==> config.mk <==
export PLATFORM = sky130hd
export DESIGN_NAME = zdsm_ctrl
export DESIGN_NICKNAME = d
export VERILOG_FILES = /design/src/sv/zdsm_pkg.sv /design/src/sv/zdsm_ctrl.sv
export SDC_FILE = /design/constraint.sdc
export NUM_CORES = 1
export LEC_CHECK = 0
export BUFFER_PORTS_ARGS = -buffer_cell sky130_fd_sc_hd__buf_2
export CAP_MARGIN = 10
export CORE_UTILIZATION = 53
export DETAILED_ROUTE_END_ITERATION = 6
export GPL_ROUTABILITY_DRIVEN = 0
export GPL_TIMING_DRIVEN = 0
export HOLD_SLACK_MARGIN = 0.02
export PLACE_DENSITY_LB_ADDON = 0.05
export SLEW_MARGIN = 20
export SYNTH_ARGS = -nofsm -noshare
export SYNTH_HDL_FRONTEND = slang
export SYNTH_SLANG_ARGS = --single-unit
==> constraint.sdc <==
create_clock -name clock -period 2 [get_ports clock]
set_input_delay 0.1 -clock clock [delete_from_list [all_inputs] [get_ports clock]]
set_output_delay 0.1 -clock clock [all_outputs]
set_load 0.02 [all_outputs]
==> src/sv/zdsm_pkg.sv <==
// Shared constants and control types for the zoned disk sector mapper.
`timescale 1ns / 1ps
package zdsm_pkg;

   localparam int TRACKS    = 80;
   localparam int TRK_W     = (TRACKS > 1) ? $clog2(TRACKS) : 1;
   localparam logic [TRK_W-1:0] LAST_TRK = TRK_W'(TRACKS - 1);

   localparam int TIX_W     = 7;
   localparam int CNT_W     = 5;
   localparam int BLK_W     = 12;
   localparam int TRK_OUT_W = 7;
   localparam int SEC_W     = 5;

   localparam int SUM_W     = BLK_W + 1;
   localparam int DQ_W      = BLK_W + 2;
   localparam int REM_W     = CNT_W + 1;
   localparam int DIV_STEPS = DQ_W;
   localparam int STEP_W    = $clog2(DIV_STEPS);
   localparam logic [STEP_W-1:0] STEP_LAST = STEP_W'(DIV_STEPS - 1);

   localparam logic CMD_LOAD = 1'b0;
   localparam logic CMD_MAP  = 1'b1;

   typedef struct packed {
      logic             start_map;
      logic             start_load;
      logic             walk_step;
      logic             walk_stop;
      logic             div_step;
      logic             div_next;
      logic             finish;
      logic [TRK_W-1:0] idx;
   } zdsm_cmd_type;

   typedef struct packed {
      logic hit;
      logic out_free;
   } zdsm_sts_type;

endpackage

==> src/sv/zdsm_ctrl.sv <==
// Controller: sequences table walk, two divider passes and response hand-off.
`timescale 1ns / 1ps
module zdsm_ctrl
   import zdsm_pkg::*;
(
   input  logic         clock,
   input  logic         reset,
   input  logic         req_valid,
   input  logic         req_cmd,
   output logic         req_ready,
   input  zdsm_sts_type sts,
   output zdsm_cmd_type cmd
);
   localparam logic [1:0] S_IDLE   = 2'd0;
   localparam logic [1:0] S_WALK   = 2'd1;
   localparam logic [1:0] S_DIV    = 2'd2;
   localparam logic [1:0] S_FINISH = 2'd3;

   logic [1:0]        state_ff, state_in;
   logic [TRK_W-1:0]  idx_ff, idx_in;
   logic [STEP_W-1:0] step_ff, step_in;
   logic              pass_ff, pass_in;
   logic              mod_ff, mod_in;

   always_comb begin
      state_in  = state_ff;
      idx_in    = idx_ff;
      step_in   = step_ff;
      pass_in   = pass_ff;
      mod_in    = 1'b0;
      req_ready = 1'b0;
      cmd       = '0;
      cmd.idx   = idx_ff;
      case (state_ff)
         S_IDLE: begin
            req_ready = 1'b1;
            if (req_valid) begin
               if (req_cmd == CMD_MAP) begin
                  cmd.start_map = 1'b1;
                  idx_in        = '0;
                  state_in      = S_WALK;
               end else begin
                  cmd.start_load = 1'b1;
                  state_in       = S_FINISH;
               end
            end
         end
         S_WALK: begin
            if (sts.hit || idx_ff == LAST_TRK) begin
               cmd.walk_stop = 1'b1;
               step_in       = '0;
               pass_in       = 1'b0;
               state_in      = S_DIV;
            end else begin
               cmd.walk_step = 1'b1;
               idx_in        = idx_ff + TRK_W'(1);
            end
         end
         S_DIV: begin
            if (mod_ff) begin
               // load the second dividend between passes
               cmd.div_next = 1'b1;
               pass_in      = 1'b1;
            end else begin
               cmd.div_step = 1'b1;
               if (step_ff == STEP_LAST) begin
                  step_in = '0;
                  if (pass_ff) begin
                     state_in = S_FINISH;
                  end else begin
                     mod_in = 1'b1;
                  end
               end else begin
                  step_in = step_ff + STEP_W'(1);
               end
            end
         end
         S_FINISH: begin
            if (sts.out_free) begin
               cmd.finish = 1'b1;
               state_in   = S_IDLE;
            end
         end
         default: begin
            state_in = S_IDLE;
         end
      endcase
   end

   always_ff @(posedge clock) begin
      if (reset) begin
         state_ff <= S_IDLE;
         idx_ff   <= '0;
         step_ff  <= '0;
         pass_ff  <= 1'b0;
         mod_ff   <= 1'b0;
      end else begin
         state_ff <= state_in;
         idx_ff   <= idx_in;
         step_ff  <= step_in;
         pass_ff  <= pass_in;
         mod_ff   <= mod_in;
      end
   end

   a_walk_in_table: assert property (@(posedge clock) disable iff (reset)
      (state_ff == S_WALK) |-> (idx_ff <= LAST_TRK))
      else $error("walk index ran past the last track");

   a_mod_done: assert property (@(posedge clock) disable iff (reset)
      (state_ff == S_DIV && !mod_ff && pass_ff && step_ff == STEP_LAST)
      |=> (state_ff == S_FINISH))
      else $error("second divider pass did not hand off to finish");

   a_single_pass_gap: assert property (@(posedge clock) disable iff (reset)
      (cmd.walk_stop) |=> (state_ff == S_DIV && !pass_ff && step_ff == '0))
      else $error("divider not started cleanly after walk");
endmodule

==> impl_metrics.tcl <==
set metrics [dict create \
    final_util_pct 67.1 \
    ys_ff_latch 15 \
    irDropWorstVdd_mv 0.707 \
    power_density_mw_per_mm2 938 \
    setup_violations 0 \
    vias 951 \
    switchingPower_w 0.000468 \
    reg2reg_from "state_ff[0]" \
    pwr-share-seq_pct 32.8 \
    internal-power_w 0.000654 \
    cts-root-buf "clkbuf_4" \
    p_total_w 0.00112 \
    endpoint "cmd[11]" \
    r2r_end "state_ff[0]" \
    grt_pass1_vias 843 \
    path_clk_slew_ps 90 \
    core_sq_mm 0.00178 \
    antenna_found_initial 0 \
    drc 0 \
    maxCapViolCount 0 \
    syn_avg_cell_area_sq_um 8.87 \
    layout_common_cells "21 x buf_2, 15 x dfxtp_1, 9 x inv_1, 8 x nor2_1, 8 x ha_1" \
    fin_nets 156 \
    synth_warnings 0 \
    critPathArrivalTime_ps 1740 \
    period_minus_slack_ps 1840 \
    grt_overflow_total 0 \
    clockBufferDepth 2 \
    die_w_um 46.2 \
    status "completed" \
    grt_pass1_wl_um 3430 \
    cts.sinks 15 \
    cts_tree "built" \
    cts_made_buffers 3 \
    finalHoldViolCount 0 \
    drt_iter0_drc 12 \
    tns_ps 0 \
    track_usage_pct 22.2 \
    die_area_sq_mm 0.00214 \
    fin_skew_ps 0.805 \
    row_count 15 \
    first_pass_iters 4 \
    synthToLayoutAreaGrowth_pct 15.3 \
    hold_ws_ps 221 \
    p_clk_share_pct 15.8 \
    antenna_cells 0 \
    drive_gt1_share_pct 26.2 \
    max_freq_mhz 543 \
    fin_ws_ps 159 \
    final_max_slew_viol_count 0 \
    synth_area_sq_mm 0.00104 \
    seq_area_sq_um 300 \
    tightest_slew_ps 498 \
    die_h_um 46.2 \
    p_sw_share_pct 41.7 \
    r2r_slack_ps 230 \
    p_leak_nw 0.535 \
    r2r_cells 6 \
    grt_max_degree 11 \
    yosysSeqAreaShare_pct 29.0 \
    numPortBuffers 20 \
    final_common_cell "buf_2" \
    critical_path.max_fanout 8 \
    required_ps 1900 \
    hold_class "in2reg" \
    cts_resized 0 \
    fill_cells 157 \
    endpoint_kind "output pin" \
    relSlewSlack_pct 66.8 \
    whs_path_depth 3 \
    worstSetupStartpointType "register" \
    synthesis.nets 131 \
    period_share_pct 92.1 \
    routedWlPerCell_um 12.6 \
    synth_top_cell_area_share_pct 29.0 \
    initial_core_util_pct 58.2 \
    crit_path_start "state_ff[1]" \
    ant_nets 0 \
    synth_top_cell_by_area "dfxtp_1" \
    pre_cts_ws_ps 250 \
    post_cts_buffers 0 \
    synth.area.top_cells "dfxtp_1 29%, ha_1 9.7%, a22o_1 5.1%" \
    via_per_inst 5.73 \
    worstSetupPathType "reg2out" \
    synthCells 117 \
    drt_wl_total_um 2090 \
    cts_hold_buf 0 \
    dp_hpwl_um 1610 \
    ioPinCount 21 \
    combPwrFrac_pct 51.4 \
    cts.htree.levels 1 \
    multi_input_area_sq_um 689 \
    clk_latency_ps 280 \
    synth_cell_types 41 \
    rsz0062_at_grt "false" \
]
[metal layers]
layer  global-route usage (%)  wire [um]  up-vias
met4                     10.0         21        0
met1                     26.8        931      428
met2                     37.7       1030       31
li1                         -          -      487
met3                     3.92        101        5
met5                        0          0        -
[worst max-delay path, cell delays in order, from the launching register on]
cell and delay, ps:
dfxtp_1 350, inv_1 100, ha_1 310, inv_1 150
a211o_4 330, clkinv_2 60, buf_2 150
[synthesized netlist by cell type (all sizes together)]
cell type  instances
inv                9
nand3              4
nor2               8
a2111oi            1
buf                1
nor2b              5
mux2               2
mux2i              1
nand4              1
a221o              1
o32a               1
o21ai              6
a22o               6
a211o              1
and2               2
nor4               1
nor3b              3
o221a              1
nor3               3
o22ai              3
ha                 8
nand4bb            1
dfxtp             15
nand2b             4
nand2              5
a31oi              3
a311oi             1
clkbuf             1
a21oi              6
or3b               1
nand4b             1
nor4b              1
a2bb2oi            1
and3               4
clkinv             1
a211oi             1
xnor2              1
o2bb2ai            2
[area by class of cell]
type / instances / area share (%)
plain buffers: 2 / 0.732
clock buffers: 3 / 1.88
clock inverters: 1 / 0.418
inverters: 10 / 3.24
multi-input cells: 90 / 57.6
flip-flops and latches: 15 / 25.1
well taps: 25 / 2.62
repair buffers: 20 / 8.37
[kinds of logic (layout without fill, tap and decap cells)]
group / Yosys count / in the layout / synth area share, %
XOR/XNOR: 1 / 1 / 0.845
AO/OA/AOI/OAI: 34 / 34 / 25.9
flip-flops: 15 / 15 / 29.0
buffers and inverters: 12 / 36 / 4.58
AND/OR/NAND/NOR: 44 / 44 / 26.9
adder cells (fa/ha/maj): 8 / 8 / 9.65
multiplexers: 3 / 3 / 3.14
[worst min path at each step]
stage                     startpoint       to  slack (ps)
final                         sts[1]  pass_ff         220
after global routing          sts[1]  pass_ff         240
after CTS                     sts[1]  pass_ff         210
after detailed placement     pass_ff   mod_ff         460
after global placement       pass_ff   mod_ff         470
after floorplan                reset   mod_ff         310
[sequential cells by signal (all words and copies together) (netlist names)]
signal,cells
state_ff,2
idx_ff,7
pass_ff,1
mod_ff,1
step_ff,4
[stage by stage]
stage,cell area [sq um],instances
final,1200,166
after detailed placement,1170,162
after floorplan,1040,117
after CTS,1200,166
after global routing,1200,166
after global placement,1170,162
[power groups by stage]
| stage | Clock, W | Sequential, W | Combinational [W] |
|---|---|---|---|
| after floorplan | 0 | 0.000373 | 0.000456 |
| after global placement | 0 | 0.000374 | 0.000568 |
| after detailed placement | 0 | 0.000376 | 0.000576 |
| after CTS | 0.000185 | 0.000369 | 0.000579 |
| after global routing | 0.000196 | 0.000372 | 0.000647 |
| final | 0.000177 | 0.000368 | 0.000577 |
No activity file was read; power rests on OpenSTA's default activity.
